### src/hw/rtl/gdb_pkg.sv
package gdb_pkg;

  // Vertex slots held by the engine; vertex ids are four bits wide.
  localparam int SLOTS = 16;
  localparam int VID_W = 4;
  localparam int CNT_W = 5;
  localparam int NT_DEPTH = SLOTS * SLOTS;

  typedef logic [VID_W-1:0] vid_t;
  typedef logic [CNT_W-1:0] cnt_t;
  typedef logic [SLOTS-1:0] vmask_t;

  // Command codes carried in the mode field.
  typedef enum logic [2:0] {
    MODE_CLEAR = 3'd0,
    MODE_ADD_VERTEX = 3'd1,
    MODE_ADD_EDGE = 3'd2,
    MODE_DEPTH = 3'd3,
    MODE_BREADTH = 3'd4
  } mode_t;

  // Result status codes.
  typedef enum logic [1:0] {
    STAT_OK = 2'd0,
    STAT_NOT_CREATED = 2'd1,
    STAT_IGNORED = 2'd2
  } status_t;

  // Sequencer states.
  typedef enum logic [3:0] {
    S_IDLE,
    S_CMD,
    S_EDGE_B,
    S_EDGE_APP,
    S_RESP,
    S_LOOP,
    S_SCAN_RD,
    S_SCAN_CHK,
    S_FINISH
  } state_t;

  // One result word on its way to the output register.
  typedef struct packed {
    vid_t visited_vertex;
    logic [1:0] status;
    logic last;
  } res_t;

endpackage

### src/hw/rtl/gdb_in_if.sv
interface gdb_in_if;
  logic valid;
  logic ready;
  logic [2:0] mode;
  logic [3:0] first_vertex;
  logic [3:0] second_vertex;

  modport source (output valid, output mode, output first_vertex, output second_vertex,
                  input ready);
  modport sink (input valid, input mode, input first_vertex, input second_vertex,
                output ready);
endinterface

### src/hw/rtl/gdb_out_if.sv
interface gdb_out_if;
  logic valid;
  logic ready;
  logic [3:0] visited_vertex;
  logic [1:0] status;
  logic last;

  modport source (output valid, output visited_vertex, output status, output last,
                  input ready);
  modport sink (input valid, input visited_vertex, input status, input last,
                output ready);
endinterface

### src/hw/rtl/gdb_ram.sv
module gdb_ram #(
  parameter int WIDTH = 4,
  parameter int DEPTH = 256
) (
  input  logic                     clk,
  input  logic                     we,
  input  logic [$clog2(DEPTH)-1:0] waddr,
  input  logic [WIDTH-1:0]         wdata,
  input  logic                     re,
  input  logic [$clog2(DEPTH)-1:0] raddr,
  output logic [WIDTH-1:0]         rdata
);

  logic [WIDTH-1:0] mem [DEPTH];
  logic [WIDTH-1:0] rdata_r;

  // One write port and one registered read port; read data holds when idle.
  always_ff @(posedge clk) begin
    if (we) begin
      mem[waddr] <= wdata;
    end
    if (re) begin
      rdata_r <= mem[raddr];
    end
  end

  assign rdata = rdata_r;

endmodule

### src/hw/rtl/gdb_ctrl.sv
module gdb_ctrl #(
  parameter int VERTICES = 16
) (
  input  logic                   clk,
  input  logic                   rst_n,
  input  logic                   in_valid,
  output logic                   in_ready,
  input  logic [2:0]             in_mode,
  input  gdb_pkg::vid_t          in_first,
  input  gdb_pkg::vid_t          in_second,
  output logic                   res_valid,
  input  logic                   res_ready,
  output gdb_pkg::res_t          res_data
);

  localparam int AW = $clog2(gdb_pkg::NT_DEPTH);

  gdb_pkg::state_t state_r, state_nxt;
  gdb_pkg::mode_t  mode_r, mode_nxt;
  gdb_pkg::vid_t   a_r, a_nxt, b_r, b_nxt;
  gdb_pkg::vmask_t created_r, created_nxt;
  gdb_pkg::vmask_t visited_r, visited_nxt;
  gdb_pkg::vmask_t rows_r [gdb_pkg::SLOTS];
  gdb_pkg::vmask_t rows_nxt [gdb_pkg::SLOTS];
  gdb_pkg::cnt_t   cnt_r [gdb_pkg::SLOTS];
  gdb_pkg::cnt_t   cnt_nxt [gdb_pkg::SLOTS];
  gdb_pkg::vid_t   store_r [gdb_pkg::SLOTS];
  gdb_pkg::vid_t   store_nxt [gdb_pkg::SLOTS];
  gdb_pkg::cnt_t   head_r, head_nxt, tail_r, tail_nxt;
  gdb_pkg::vid_t   v_r, v_nxt, pend_r, pend_nxt;
  gdb_pkg::cnt_t   c_r, c_nxt, i_r, i_nxt;
  logic            pend_valid_r, pend_valid_nxt;
  logic            ab_r, ab_nxt, ba_r, ba_nxt;
  logic [1:0]      status_r, status_nxt;

  gdb_pkg::vid_t   row_ra, cnt_ra, st_ra;
  gdb_pkg::vmask_t row_rd;
  gdb_pkg::cnt_t   cnt_rd;
  gdb_pkg::vid_t   st_rd;
  gdb_pkg::cnt_t   tail_m1;
  gdb_pkg::vid_t   u;
  logic            u_new, loop_more, is_dfs, go, ex_a, ex_b, scan_done;
  logic            ram_we, ram_re;
  logic [AW-1:0]   ram_waddr, ram_raddr;
  gdb_pkg::vid_t   ram_wdata;

  // Neighbour lists, one row of SLOTS entries for each vertex.
  gdb_ram #(.WIDTH(gdb_pkg::VID_W), .DEPTH(gdb_pkg::NT_DEPTH)) u_ntab (
    .clk  (clk),
    .we   (ram_we),
    .waddr(ram_waddr),
    .wdata(ram_wdata),
    .re   (ram_re),
    .raddr(ram_raddr),
    .rdata(u)
  );

  // Shared lookups and conditions.
  assign row_rd    = rows_r[row_ra];
  assign cnt_rd    = cnt_r[cnt_ra];
  assign st_rd     = store_r[st_ra];
  assign tail_m1   = tail_r - gdb_pkg::CNT_W'(1);
  assign is_dfs    = (mode_r == gdb_pkg::MODE_DEPTH);
  assign u_new     = !visited_r[u];
  assign ex_a      = created_r[a_r];
  assign ex_b      = created_r[b_r];
  assign scan_done = (i_r >= c_r);
  assign loop_more = is_dfs ? (tail_r != '0)
                            : ((head_r < tail_r) && (head_r < gdb_pkg::CNT_W'(gdb_pkg::SLOTS)));
  assign go        = !res_valid || res_ready;

  // Outputs and read addresses for each state.
  always_comb begin
    in_ready  = 1'b0;
    res_valid = 1'b0;
    res_data  = '0;
    row_ra    = a_r;
    cnt_ra    = a_r;
    st_ra     = is_dfs ? tail_m1[gdb_pkg::VID_W-1:0] : head_r[gdb_pkg::VID_W-1:0];
    ram_we    = 1'b0;
    ram_waddr = {a_r, cnt_rd[gdb_pkg::VID_W-1:0]};
    ram_wdata = b_r;
    ram_re    = 1'b0;
    ram_raddr = {v_r, i_r[gdb_pkg::VID_W-1:0]};
    case (state_r)
      gdb_pkg::S_IDLE: begin
        in_ready = 1'b1;
      end
      gdb_pkg::S_EDGE_B: begin
        row_ra = b_r;
        ram_we = !(ab_r && row_rd[a_r]) && !ab_r
                 && (cnt_rd < gdb_pkg::CNT_W'(gdb_pkg::SLOTS));
      end
      gdb_pkg::S_EDGE_APP: begin
        cnt_ra    = b_r;
        ram_waddr = {b_r, cnt_rd[gdb_pkg::VID_W-1:0]};
        ram_wdata = a_r;
        ram_we    = !ba_r && (cnt_rd < gdb_pkg::CNT_W'(gdb_pkg::SLOTS));
      end
      gdb_pkg::S_RESP: begin
        res_valid = 1'b1;
        res_data  = '{visited_vertex: '0, status: status_r, last: 1'b1};
      end
      gdb_pkg::S_LOOP: begin
        cnt_ra    = st_rd;
        res_valid = !is_dfs && loop_more && pend_valid_r;
        res_data  = '{visited_vertex: pend_r, status: gdb_pkg::STAT_OK, last: 1'b0};
      end
      gdb_pkg::S_SCAN_RD: begin
        ram_re = !scan_done;
      end
      gdb_pkg::S_SCAN_CHK: begin
        res_valid = is_dfs && u_new && pend_valid_r;
        res_data  = '{visited_vertex: pend_r, status: gdb_pkg::STAT_OK, last: 1'b0};
      end
      gdb_pkg::S_FINISH: begin
        res_valid = 1'b1;
        res_data  = '{visited_vertex: pend_r, status: gdb_pkg::STAT_OK, last: 1'b1};
      end
      default: begin
      end
    endcase
  end

  // Next state.
  always_comb begin
    state_nxt = state_r;
    case (state_r)
      gdb_pkg::S_IDLE: begin
        if (in_valid) state_nxt = gdb_pkg::S_CMD;
      end
      gdb_pkg::S_CMD: begin
        case (mode_r)
          gdb_pkg::MODE_CLEAR, gdb_pkg::MODE_ADD_VERTEX: state_nxt = gdb_pkg::S_RESP;
          gdb_pkg::MODE_ADD_EDGE: begin
            state_nxt = (!ex_a || !ex_b || (a_r == b_r)) ? gdb_pkg::S_RESP : gdb_pkg::S_EDGE_B;
          end
          gdb_pkg::MODE_DEPTH, gdb_pkg::MODE_BREADTH: begin
            state_nxt = ex_a ? gdb_pkg::S_LOOP : gdb_pkg::S_RESP;
          end
          default: state_nxt = gdb_pkg::S_IDLE;
        endcase
      end
      gdb_pkg::S_EDGE_B: begin
        state_nxt = (ab_r && row_rd[a_r]) ? gdb_pkg::S_RESP : gdb_pkg::S_EDGE_APP;
      end
      gdb_pkg::S_EDGE_APP: state_nxt = gdb_pkg::S_RESP;
      gdb_pkg::S_RESP: begin
        if (go) state_nxt = gdb_pkg::S_IDLE;
      end
      gdb_pkg::S_LOOP: begin
        if (!loop_more) state_nxt = gdb_pkg::S_FINISH;
        else if (go) state_nxt = gdb_pkg::S_SCAN_RD;
      end
      gdb_pkg::S_SCAN_RD: begin
        state_nxt = scan_done ? gdb_pkg::S_LOOP : gdb_pkg::S_SCAN_CHK;
      end
      gdb_pkg::S_SCAN_CHK: begin
        if (is_dfs && u_new) begin
          if (go) state_nxt = gdb_pkg::S_LOOP;
        end else begin
          state_nxt = gdb_pkg::S_SCAN_RD;
        end
      end
      gdb_pkg::S_FINISH: begin
        if (go) state_nxt = gdb_pkg::S_IDLE;
      end
      default: state_nxt = gdb_pkg::S_IDLE;
    endcase
  end

  // Graph, search store and working registers.
  always_comb begin
    mode_nxt       = mode_r;
    a_nxt          = a_r;
    b_nxt          = b_r;
    created_nxt    = created_r;
    visited_nxt    = visited_r;
    rows_nxt       = rows_r;
    cnt_nxt        = cnt_r;
    store_nxt      = store_r;
    head_nxt       = head_r;
    tail_nxt       = tail_r;
    v_nxt          = v_r;
    c_nxt          = c_r;
    i_nxt          = i_r;
    pend_nxt       = pend_r;
    pend_valid_nxt = pend_valid_r;
    ab_nxt         = ab_r;
    ba_nxt         = ba_r;
    status_nxt     = status_r;
    case (state_r)
      gdb_pkg::S_IDLE: begin
        if (in_valid) begin
          mode_nxt = gdb_pkg::mode_t'(in_mode);
          a_nxt    = in_first;
          b_nxt    = in_second;
        end
      end
      gdb_pkg::S_CMD: begin
        status_nxt = gdb_pkg::STAT_OK;
        case (mode_r)
          gdb_pkg::MODE_CLEAR: begin
            created_nxt = '0;
            for (int k = 0; k < gdb_pkg::SLOTS; k++) begin
              rows_nxt[k] = '0;
              cnt_nxt[k]  = '0;
            end
          end
          gdb_pkg::MODE_ADD_VERTEX: begin
            if (int'(a_r) >= VERTICES) begin
              status_nxt = gdb_pkg::STAT_NOT_CREATED;
            end else begin
              created_nxt[a_r] = 1'b1;
              rows_nxt[a_r]    = '0;
              cnt_nxt[a_r]     = '0;
            end
          end
          gdb_pkg::MODE_ADD_EDGE: begin
            if (!ex_a || !ex_b) status_nxt = gdb_pkg::STAT_NOT_CREATED;
            else if (a_r == b_r) status_nxt = gdb_pkg::STAT_IGNORED;
            ab_nxt = row_rd[b_r];
          end
          gdb_pkg::MODE_DEPTH, gdb_pkg::MODE_BREADTH: begin
            if (!ex_a) begin
              status_nxt = gdb_pkg::STAT_NOT_CREATED;
            end else begin
              visited_nxt      = '0;
              visited_nxt[a_r] = 1'b1;
              store_nxt[0]     = a_r;
              head_nxt         = '0;
              tail_nxt         = gdb_pkg::CNT_W'(1);
              pend_nxt         = a_r;
              pend_valid_nxt   = is_dfs;
            end
          end
          default: begin
          end
        endcase
      end
      gdb_pkg::S_EDGE_B: begin
        ba_nxt = row_rd[a_r];
        if (ab_r && row_rd[a_r]) begin
          status_nxt = gdb_pkg::STAT_IGNORED;
        end else if (!ab_r && (cnt_rd < gdb_pkg::CNT_W'(gdb_pkg::SLOTS))) begin
          cnt_nxt[a_r]       = cnt_rd + gdb_pkg::CNT_W'(1);
          rows_nxt[a_r][b_r] = 1'b1;
        end
      end
      gdb_pkg::S_EDGE_APP: begin
        if (!ba_r && (cnt_rd < gdb_pkg::CNT_W'(gdb_pkg::SLOTS))) begin
          cnt_nxt[b_r]       = cnt_rd + gdb_pkg::CNT_W'(1);
          rows_nxt[b_r][a_r] = 1'b1;
        end
      end
      gdb_pkg::S_LOOP: begin
        if (loop_more && go) begin
          v_nxt = st_rd;
          c_nxt = cnt_rd;
          i_nxt = '0;
          if (!is_dfs) begin
            head_nxt       = head_r + gdb_pkg::CNT_W'(1);
            pend_nxt       = st_rd;
            pend_valid_nxt = 1'b1;
          end
        end
      end
      gdb_pkg::S_SCAN_RD: begin
        if (scan_done && is_dfs) tail_nxt = tail_m1;
      end
      gdb_pkg::S_SCAN_CHK: begin
        if (u_new) begin
          if (go) begin
            visited_nxt[u] = 1'b1;
            if (is_dfs) pend_nxt = u;
            if (tail_r < gdb_pkg::CNT_W'(gdb_pkg::SLOTS)) begin
              store_nxt[tail_r[gdb_pkg::VID_W-1:0]] = u;
              tail_nxt = tail_r + gdb_pkg::CNT_W'(1);
            end
            if (!is_dfs) i_nxt = i_r + gdb_pkg::CNT_W'(1);
          end
        end else begin
          i_nxt = i_r + gdb_pkg::CNT_W'(1);
        end
      end
      gdb_pkg::S_FINISH: begin
        if (go) pend_valid_nxt = 1'b0;
      end
      default: begin
      end
    endcase
  end

  // Control state with reset.
  always_ff @(posedge clk) begin
    if (!rst_n) begin
      state_r      <= gdb_pkg::S_IDLE;
      created_r    <= '0;
      visited_r    <= '0;
      head_r       <= '0;
      tail_r       <= '0;
      pend_valid_r <= 1'b0;
      for (int k = 0; k < gdb_pkg::SLOTS; k++) begin
        rows_r[k] <= '0;
        cnt_r[k]  <= '0;
      end
    end else begin
      state_r      <= state_nxt;
      created_r    <= created_nxt;
      visited_r    <= visited_nxt;
      head_r       <= head_nxt;
      tail_r       <= tail_nxt;
      pend_valid_r <= pend_valid_nxt;
      rows_r       <= rows_nxt;
      cnt_r        <= cnt_nxt;
    end
  end

  // Payload registers.
  always_ff @(posedge clk) begin
    mode_r   <= mode_nxt;
    a_r      <= a_nxt;
    b_r      <= b_nxt;
    store_r  <= store_nxt;
    v_r      <= v_nxt;
    c_r      <= c_nxt;
    i_r      <= i_nxt;
    pend_r   <= pend_nxt;
    ab_r     <= ab_nxt;
    ba_r     <= ba_nxt;
    status_r <= status_nxt;
  end

endmodule

### src/hw/rtl/graph_dfs_bfs_engine.sv
// Channel   Dir  Word                                        Accepted when
// in_chan   in   mode[3], first_vertex[4], second_vertex[4]  valid && ready
// out_chan  out  visited_vertex[4], status[2], last[1]       valid && ready
//
// A command runs S_CMD, S_EDGE_B and S_EDGE_APP for a new edge, then S_RESP, which
// hands the status word to the output register; a new word is taken the cycle after.
// A search reads and checks each neighbour-list entry in turn (registered read of the
// neighbour table), rescanning lists from the start for depth first.
// Reset (rst_n low, synchronous) empties the graph at once; no clearing pass.
// Input is taken only when the sequencer is idle; a full output register stalls it.
module graph_dfs_bfs_engine #(
  parameter int VERTICES = 16
) (
  input  logic      clk,
  input  logic      rst_n,
  gdb_in_if.sink    in_chan,
  gdb_out_if.source out_chan
);

  logic          res_valid, res_ready, out_valid_r, out_valid_nxt;
  gdb_pkg::res_t res_data, out_data_r;

  gdb_ctrl #(.VERTICES(VERTICES)) u_ctrl (
    .clk      (clk),
    .rst_n    (rst_n),
    .in_valid (in_chan.valid),
    .in_ready (in_chan.ready),
    .in_mode  (in_chan.mode),
    .in_first (in_chan.first_vertex),
    .in_second(in_chan.second_vertex),
    .res_valid(res_valid),
    .res_ready(res_ready),
    .res_data (res_data)
  );

  // Output register: takes a new word whenever it is empty or being drained.
  assign res_ready     = !out_valid_r || out_chan.ready;
  assign out_valid_nxt = res_valid || (out_valid_r && !out_chan.ready);

  always_ff @(posedge clk) begin
    if (!rst_n) begin
      out_valid_r <= 1'b0;
    end else begin
      out_valid_r <= out_valid_nxt;
    end
  end

  always_ff @(posedge clk) begin
    if (res_valid && res_ready) begin
      out_data_r <= res_data;
    end
  end

  assign out_chan.valid          = out_valid_r;
  assign out_chan.visited_vertex = out_data_r.visited_vertex;
  assign out_chan.status         = out_data_r.status;
  assign out_chan.last           = out_data_r.last;

endmodule

### src/flat_wrapper.sv
// flat-port wrapper written by rule: the top's interface ports become plain ports
module graph_dfs_bfs_engine_flat 
#(
  parameter int VERTICES = 16
)
  (clk, rst_n, in_chan_valid, in_chan_mode, in_chan_first_vertex, in_chan_second_vertex, in_chan_ready, out_chan_valid, out_chan_visited_vertex, out_chan_status, out_chan_last, out_chan_ready);
  gdb_in_if in_chan_i ();
  gdb_out_if out_chan_i ();
  input  logic clk;
  input  logic rst_n;
  input wire logic [$bits(in_chan_i.valid)-1:0] in_chan_valid;
  input wire logic [$bits(in_chan_i.mode)-1:0] in_chan_mode;
  input wire logic [$bits(in_chan_i.first_vertex)-1:0] in_chan_first_vertex;
  input wire logic [$bits(in_chan_i.second_vertex)-1:0] in_chan_second_vertex;
  output wire logic [$bits(in_chan_i.ready)-1:0] in_chan_ready;
  output wire logic [$bits(out_chan_i.valid)-1:0] out_chan_valid;
  output wire logic [$bits(out_chan_i.visited_vertex)-1:0] out_chan_visited_vertex;
  output wire logic [$bits(out_chan_i.status)-1:0] out_chan_status;
  output wire logic [$bits(out_chan_i.last)-1:0] out_chan_last;
  input wire logic [$bits(out_chan_i.ready)-1:0] out_chan_ready;
  assign in_chan_i.valid = in_chan_valid;
  assign in_chan_i.mode = in_chan_mode;
  assign in_chan_i.first_vertex = in_chan_first_vertex;
  assign in_chan_i.second_vertex = in_chan_second_vertex;
  assign in_chan_ready = in_chan_i.ready;
  assign out_chan_valid = out_chan_i.valid;
  assign out_chan_visited_vertex = out_chan_i.visited_vertex;
  assign out_chan_status = out_chan_i.status;
  assign out_chan_last = out_chan_i.last;
  assign out_chan_i.ready = out_chan_ready;
  graph_dfs_bfs_engine #(.VERTICES(VERTICES)) u_core (.clk(clk), .rst_n(rst_n), .in_chan(in_chan_i), .out_chan(out_chan_i));
endmodule
### config.mk
export PLATFORM = sky130hd
export DESIGN_NAME = graph_dfs_bfs_engine_flat
export DESIGN_NICKNAME = d
export VERILOG_FILES = /design/src/hw/rtl/gdb_pkg.sv /design/src/hw/rtl/gdb_in_if.sv /design/src/hw/rtl/gdb_out_if.sv /design/src/hw/rtl/gdb_ram.sv /design/src/hw/rtl/gdb_ctrl.sv /design/src/hw/rtl/graph_dfs_bfs_engine.sv /design/src/flat_wrapper.sv
export SDC_FILE = /design/constraint.sdc
export NUM_CORES = 2
export LEC_CHECK = 0
export BUFFER_PORTS_ARGS = -buffer_cell sky130_fd_sc_hd__buf_2
export CAP_MARGIN = 40
export CORE_ASPECT_RATIO = 0.9
export CORE_MARGIN = 3
export CORE_UTILIZATION = 55
export DETAILED_ROUTE_END_ITERATION = 8
export PLACE_DENSITY_LB_ADDON = 0.15
export SYNTH_ARGS = -nofsm -noshare
export SYNTH_HDL_FRONTEND = slang
export SYNTH_SLANG_ARGS = --single-unit
### constraint.sdc
create_clock -name clk -period 8.05 [get_ports clk]
set_input_delay 1.2075 -clock clk [delete_from_list [all_inputs] [get_ports clk]]
set_output_delay 1.2075 -clock clk [all_outputs]
set_load 0.1 [all_outputs]
### Yosys cells after proc, flatten, opt, wreduce, memory -nomap -nowiden

Memory sizes are Yosys's and may differ from the RTL's. A register that Yosys moved wholly into a read port is not among the register bits.
Index checks and enable logic that the tools add are counted.

| word-level totals | value |
|---|---|
| register bits | 488 |
| bits in writable memories | 1024 |
| output and inout bits | 9 |
| memories kept | 1 |

| cells by class | value |
|---|---|
| $add $sub $neg | 5 |
| magnitude comparators | 20 |
| equality and inequality tests | 34 |
| muxes and demuxes | 122 |
| bitwise operators | 15 |
| reduce and logical (&&, ||, !) cells | 67 |

Memories:

| name | depth | bits a word | rd ports | clocked after Yosys merged registers in | wr ports | RTL line | RTL |
|---|---|---|---|---|---|---|---|
| u_core.u_ctrl.u_ntab.mem | 256 | 4 | 1 | 1 | 1 | gdb_ram.sv:14 | `logic [WIDTH-1:0] mem [DEPTH];` |

Operators by type and width:

| operator | number |
|---|---|
| 256-bit 2-to-1 mux | 3 |
| 256-bit one-hot mux with 3 select lines | 1 |
| 256-bit bitwise OR | 2 |
| 256-bit one-hot mux with 2 select lines | 1 |
| 256-bit bitwise AND | 1 |
| 256-bit inverter | 1 |
| 80-bit 2-to-1 mux | 3 |
| 80-bit one-hot mux with 3 select lines | 1 |
| 16-bit demux with 4-bit select | 3 |
| 64-bit 2-to-1 mux | 3 |
| 80-bit bitwise mux | 2 |
| 80-bit one-hot mux with 2 select lines | 1 |
| 16-bit 2-to-1 mux | 9 |
| 5-bit 2-to-1 mux | 18 |
| 80-bit bitwise AND | 1 |
| 80-bit inverter | 1 |
| 4-bit 2-to-1 mux | 19 |
| 16-bit binary-select mux with 4-bit select | 1 |
| 64-bit bitwise mux | 1 |
| 16-bit one-hot mux with 2 select lines | 2 |
| 5-bit demux with 4-bit select | 2 |
| 16-bit bitwise OR | 2 |
| 4-bit one-hot mux with 8 select lines | 1 |
| 5-bit >= comparator (second input constant) | 6 |
| 55 further kinds | 178 |

### Longest topological paths before layout

| logic depth | value |
|---|---|
| word-level depth | 16 |
| depth in mapped cells | 23 |
| gate-level depth less buffers | 16 |

### Modules after synthesis

A second synthesis with hierarchy kept.

| second synthesis, totals | value |
|---|---|
| cells, all modules | 4563 |
| area total of the unflattened synthesis | 65602.9 um^2 |

By module, submodules not included:

| module | times used | cells each | area an instance (um^2) |
|---|---|---|---|
| gdb_ram | 1 | 2051 | 40715.3 |
| gdb_ctrl | 1 | 2500 | 24619.9 |
| graph_dfs_bfs_engine | 1 | 12 | 267.8 |

### Worst setup path before layout

Ideal clock, no wire load.

| timing | value |
|---|---|
| kind | reg-to-reg |
| start point | register u_core.u_ctrl.state_r[0] |
| end point | memory u_core.u_ctrl.u_ntab.mem[0][3], data pin |
| library setup time | 0.822 ns |
| arrival | 5.038 ns |
| data required time | 7.228 ns |
| setup slack | 2.190 ns |
| stages on the path, launching flop included | 9 |
| clock period less this slack | 5.860 ns |
| cells stage by stage | dfxtp_1 clkbuf_1 nor4bb_1 clkbuf_1 clkbuf_1 buf_1 clkbuf_1 nand2_1 nand2_1 |

| between the ends | value |
|---|---|
| longest elaborated chain between the ends | 2 |

RTL lines:

| what | RTL line | RTL |
|---|---|---|
| start: declaration | gdb_ctrl.sv:18 | `gdb_pkg::state_t state_r, state_nxt;` |
| start signal: assignment | gdb_ctrl.sv:297 | `state_r <= gdb_pkg::S_IDLE;` |
| start signal: assignment | gdb_ctrl.sv:308 | `state_r <= state_nxt;` |
| 4-bit by 2-bit equality test with 1-bit output | gdb_ctrl.sv:85 | `case (state_r)` |
| 4-bit 2-to-1 mux | gdb_ctrl.sv:85 |  |
| net u_core.u_ctrl.ram_wdata[3] | gdb_ctrl.sv:45 | `gdb_pkg::vid_t ram_wdata;` |
| end: declaration | gdb_ram.sv:14 |  |

The timed path passes the listed nets, and every way through them passes these cells.

### Final worst setup path

| timing | value |
|---|---|
| start point | register u_core.u_ctrl.tail_r[1] |
| end point | memory u_core.u_ctrl.u_ntab.mem[244][1] (enable) |

| between the ends | value |
|---|---|
| longest elaborated chain between the ends | 16 |

RTL lines:

| what | RTL line | RTL |
|---|---|---|
| start: declaration | gdb_ctrl.sv:29 | `gdb_pkg::cnt_t head_r, head_nxt, tail_r, tail_nxt;` |
| start signal: assignment | gdb_ctrl.sv:312 | `tail_r <= tail_nxt;` |
| 5-bit by 1-bit subtractor with 5-bit output * | gdb_ctrl.sv:62 | `assign tail_m1 = tail_r - gdb_pkg::CNT_W'(1);` |
| 4-bit 2-to-1 mux * | gdb_ctrl.sv:79 | `st_ra = is_dfs ? tail_m1[gdb_pkg::VID_W-1:0] : head_r[gdb_pkg::VID_W-1:0];` |
| 4-bit inverter with 5-bit output (not written as such) * | gdb_ctrl.sv:61 | `assign st_rd = store_r[st_ra];` |
| 4-bit binary-select mux with 4-bit select * | gdb_ctrl.sv:61 |  |
| 4-bit 2-to-1 mux (not written as such) * (2 in series) | gdb_ctrl.sv:61 |  |
| 4-bit one-hot mux with 2 select lines * | gdb_ctrl.sv:85 |  |
| 4-bit inverter with 5-bit output (not written as such) * | gdb_ctrl.sv:60 | `assign cnt_rd = cnt_r[cnt_ra];` |
| 5-bit binary-select mux with 4-bit select * | gdb_ctrl.sv:60 |  |
| 5-bit 2-to-1 mux (not written as such) * (2 in series) | gdb_ctrl.sv:60 |  |
| net u_core.u_ctrl.cnt_rd[0] | gdb_ctrl.sv:38 | `gdb_pkg::cnt_t cnt_rd;` |
| 5-bit less-than comparator | gdb_ctrl.sv:92, gdb_ctrl.sv:98 |  |
| 1-bit logical AND (on tied branches) | gdb_ctrl.sv:98, gdb_ctrl.sv:92 |  |
| 1-bit one-hot mux with 2 select lines | gdb_ctrl.sv:85 |  |
| 1-bit 2-to-1 mux | gdb_ram.sv:19 | `if (we) begin` |
| 1-bit 2-to-1 mux (not written as such) | gdb_ram.sv:20 | `mem[waddr] <= wdata;` |

The timed path passes the listed nets; every way through them passes the cells marked *. The select of a mux whose other input is x is not followed.

==> impl_metrics.json <==
{
  "vdd.ir_drop.worst_v": 0.0002096,
  "p_int_mw": 12.85,
  "end_kind": "flip-flop",
  "slew_headroom": 0.2177,
  "clkSinkCount": 1516,
  "die_w_um": 369.7,
  "slew_viol_final": 0,
  "fin_setup_tns_ns": 0,
  "start_util": 0.5565,
  "routed_wl_um": 188100,
  "reg2reg_slack_ns": 1.52,
  "cts_buffers": 151,
  "p_leak_nw": 23.50,
  "grt_use_total": 0.3049,
  "r2r_cells": 17,
  "cp.arrival_ns": 6.97,
  "critPathSlowestCell": "nand3_1",
  "drive_gt1_frac": 0.2044,
  "worstPathMaxFanout": 18,
  "tightestPinTransition_ns": 1.173,
  "clockBufferDepth": 3,
  "outcome": "complete, no violations",
  "endpoint": "u_core.u_ctrl.u_ntab.mem[244][1]",
  "io_buffer_count": 23,
  "r2r-end": "u_core.u_ctrl.u_ntab.mem[244][1]",
  "p_clk_frac": 0.433,
  "rows": 119,
  "async_flop_share": 0,
  "drt-vias-per-instance": 6.944,
  "post_cts_resized": 0,
  "antennaDiodeCount": 0,
  "final_cells": 6118,
  "synth_edf_count": 1132,
  "clk_pin_slew_ns": 0.06,
  "fp.dieH_um": 333.3,
  "drtIter0Drc": 6061,
  "required_ns": 8.50,
  "grt_pass1_wl_um": 279800,
  "pwr-share-comb": 0.056,
  "ys.flop_type": "edfxtp_1",
  "netlist-cell-type-count": 82,
  "period_share": 0.8109,
  "finalHoldViolCount": 0,
  "syn_area_per_cell_um2": 14.66,
  "die_area_um2": 123200,
  "worstReg2RegStart": "u_core.u_ctrl.tail_r[1]",
  "grt-ovfl-total": 0,
  "clkLatencyLatePin_ns": 0.80,
  "fin_worst_skew_ns": 0.03177,
  "route.detailed.drc": 0,
  "crit_path_start": "u_core.u_ctrl.tail_r[1]",
  "path_cells": "inv_1 > ha_1 > nand4b_1 > o21ai_2 > o2111ai_1 > o211a_1 > a22o_1 > nor2_4 > mux4_2 > a22oi_1 > nand3_1 > inv_1 > ha_1 > buf_4 > nand3_1 > buf_4 > nor2_1",
  "synthCells": 4465,
  "power_mw": 16.58,
  "seqPwrFrac": 0.511,
  "clock.fmax_mhz": 153.2,
  "hold_path_class": "reg2reg",
  "synthesis.area_um2": 65460,
  "drt_pass1_iterations": 7,
  "ctsHoldBuffers": 0,
  "rsz0062_at_grt": "no",
  "area_growth_syn_to_layout_pct": 11.22,
  "cts_root_buf": "clkbuf_16",
  "io_pins": 24,
  "ys_ff_latch": 1516,
  "grt_max_degree": 227,
  "core-area_um2": 117600,
  "min_period_ns": 6.528,
  "grt_pass1_vias": 41590,
  "gp_congestion": 0.9291,
  "yosysWarningCount": 0,
  "vias": 42490,
  "finalSetupViolations": 0,
  "fin_nets": 4458,
  "detail-route-antenna-nets": 0,
  "power_switching_mw": 3.721,
  "ys_seq_area_frac": 0.6367,
  "cp-start-kind": "flip-flop",
  "swShare": 0.2245,
  "syn_nets": 4499,
  "detail_route.wl_per_cell_um": 30.75,
  "grt_antenna_before_repair": 1,
  "dp_hpwl_um": 115800,
  "cts_tree": "done",
  "final_util": 0.6190,
  "max_cap_viol_count": 0,
  "dpl.cell_count": 5844,
  "powerDensity_nw_per_um2": 227.7,
  "worst_path_largest_cell_delay_ns": 0.61,
  "crit_type": "reg2reg",
  "cts_setup_buffers": 0,
  "h-tree-depth": 4
}
## layout make-up
| type | instances | area, µm² |
|---|---|---|
| well taps | 1573 | 1968 |
| fillers | 8624 | 44820 |
| flip-flops and latches | 1516 | 41680 |
| inverters | 31 | 116.4 |
| clock inverters | 76 | 832.0 |
| repair buffers | 193 | 1866 |
| multi-input cells | 2531 | 22150 |
| clock buffers | 198 | 4192 |
## per-layer routing
| metal | vias to the layer above | GRT usage | wire length (µm) |
|---|---|---|---|
| met4 | 4 | 0.1216 | 7629 |
| met1 | 21600 | 0.4326 | 74680 |
| li1 | 17650 | - | - |
| met2 | 2719 | 0.4626 | 86110 |
| met3 | 512 | 0.06825 | 19640 |
| met5 | - | 0.005000 | 65 |
## logic make-up after synthesis
kind of cell               Yosys count  share of synthesized area
DFF                               1516                     0.6367
and+or+nand+nor                   1089                    0.07611
AOI/OAI and AO/OA                  919                    0.09916
muxes                              490                     0.1556
buffers and inverters              418                    0.02691
adders and majority gates           19                   0.003632
xor gates and xnor gates            14                   0.001873
## Yosys cell counts, drive strengths merged (4+ instances only)
cell type | instances | area, µm²
edfxtp | 1132 | 33990
mux4 | 418 | 9418
nand2 | 394 | 1479
dfxtp | 384 | 7687
nor2 | 344 | 1379
o22ai | 274 | 1714
clkbuf | 255 | 957.2
a22o | 207 | 1813
buf | 132 | 688.2
o21ai | 103 | 526.8
a21oi | 93 | 476.7
nand3 | 87 | 503.0
nor3 | 70 | 355.3
a31oi | 54 | 344.1
mux2i | 53 | 550.5
and3 | 46 | 287.8
and2 | 44 | 275.3
nor2b | 40 | 250.2
o211ai | 32 | 240.2
inv | 31 | 116.4
a211oi | 24 | 180.2
o21a | 23 | 172.7
ha | 19 | 237.7
mux2 | 19 | 217.7
nand2b | 19 | 118.9
a311oi | 16 | 140.1
o221a | 16 | 180.2
a221oi | 12 | 136.4
nand4 | 11 | 68.82
o31ai | 10 | 75.07
xnor2 | 10 | 87.58
nand3b | 8 | 60.06
o2111ai | 8 | 70.07
a21o | 7 | 52.55
a221o | 7 | 70.07
o32ai | 7 | 61.31
a22oi | 6 | 45.04
nor4 | 6 | 37.54
o221ai | 4 | 35.03
or4 | 4 | 30.03
xor2 | 4 | 35.03
## per-stage QoR
step | worst slack [ns] | hold WS [ns] | cell area, µm²
finish | 1.522 | 0.4574 | 72800
CTS | 1.608 | 0.4522 | 72800
global placement | 1.642 | 0.4334 | 67090
floorplan | 2.190 | 0.4166 | 65460
global route | 1.141 | 0.4789 | 72800
detailed placement | 1.628 | 0.4390 | 67780
## worst max-delay path, delay by kind of cell (launching register included)
family	cells	cell delay, ns
AND/OR/NAND/NOR	5	1.95
AO/OA/AOI/OAI	5	1.47
buffers and inverters	4	1.02
adder cells (fa/ha/maj)	2	0.71
multiplexers	1	0.57
flip-flops	1	0.44
## worst min-delay path by stage
| stage | startpoint | end | cells after the start |
|---|---|---|---|
| floorplan | u_core.u_ctrl.rows_r[130] | u_core.u_ctrl.rows_r[130] | 2 |
| global placement | u_core.u_ctrl.rows_r[96] | u_core.u_ctrl.rows_r[96] | 2 |
| detailed placement | u_core.u_ctrl.rows_r[84] | u_core.u_ctrl.rows_r[84] | 2 |
| CTS | u_core.u_ctrl.rows_r[84] | u_core.u_ctrl.rows_r[84] | 2 |
| global route | u_core.u_ctrl.rows_r[65] | u_core.u_ctrl.rows_r[65] | 2 |
| finish | u_core.u_ctrl.rows_r[40] | u_core.u_ctrl.rows_r[40] | 2 |
## power by group through the flow
stage	Sequential, mW	Combinational (mW)	Clock [mW]
global placement	8.64	0.872	0
finish	8.47	0.929	7.18
CTS	8.47	0.905	7.26
detailed placement	8.64	0.902	0
floorplan	8.68	0.536	0
global route	8.47	0.969	7.57
## flip-flops by register name (all words and copies together), names as in the netlist, 3 cells and up
register	count
u_core.u_ctrl.tail_r	5
u_core.u_ctrl.u_ntab.rdata	4
u_core.u_ctrl.visited_r	16
u_core.u_ctrl.mode_r	3
u_core.u_ctrl.store_r	64
u_core.u_ctrl.b_r	4
u_core.u_ctrl.v_r	4
u_core.u_ctrl.head_r	5
u_core.u_ctrl.c_r	5
u_core.u_ctrl.state_r	4
u_core.u_ctrl.cnt_r	80
u_core.u_ctrl.created_r	16
u_core.u_ctrl.i_r	5
u_core.u_ctrl.pend_r	4
u_core.u_ctrl.u_ntab.mem	1024
u_core.u_ctrl.rows_r	256
u_core.u_ctrl.a_r	4
u_core.out_chan.visited_vertex	4
## placed cells by master, fill, tap and decap left out, types with 24 or more instances in the layout
master     instances
a211oi_1          24
a21oi_1           92
nor2b_1           40
nor3_1            69
o21ai_0           86
o22ai_1          274
buf_2             26
o211ai_1          32
nand2_1          390
and3_1            46
buf_4            129
edfxtp_1        1132
clkbuf_1          29
and2_1            44
nor2_1           328
a22o_1           207
a31oi_1           53
clkbuf_16        156
nand3_1           78
inv_1             27
mux4_2           417
mux2i_1           46
dfxtp_1          383
(Power assumes the default switching activity.)
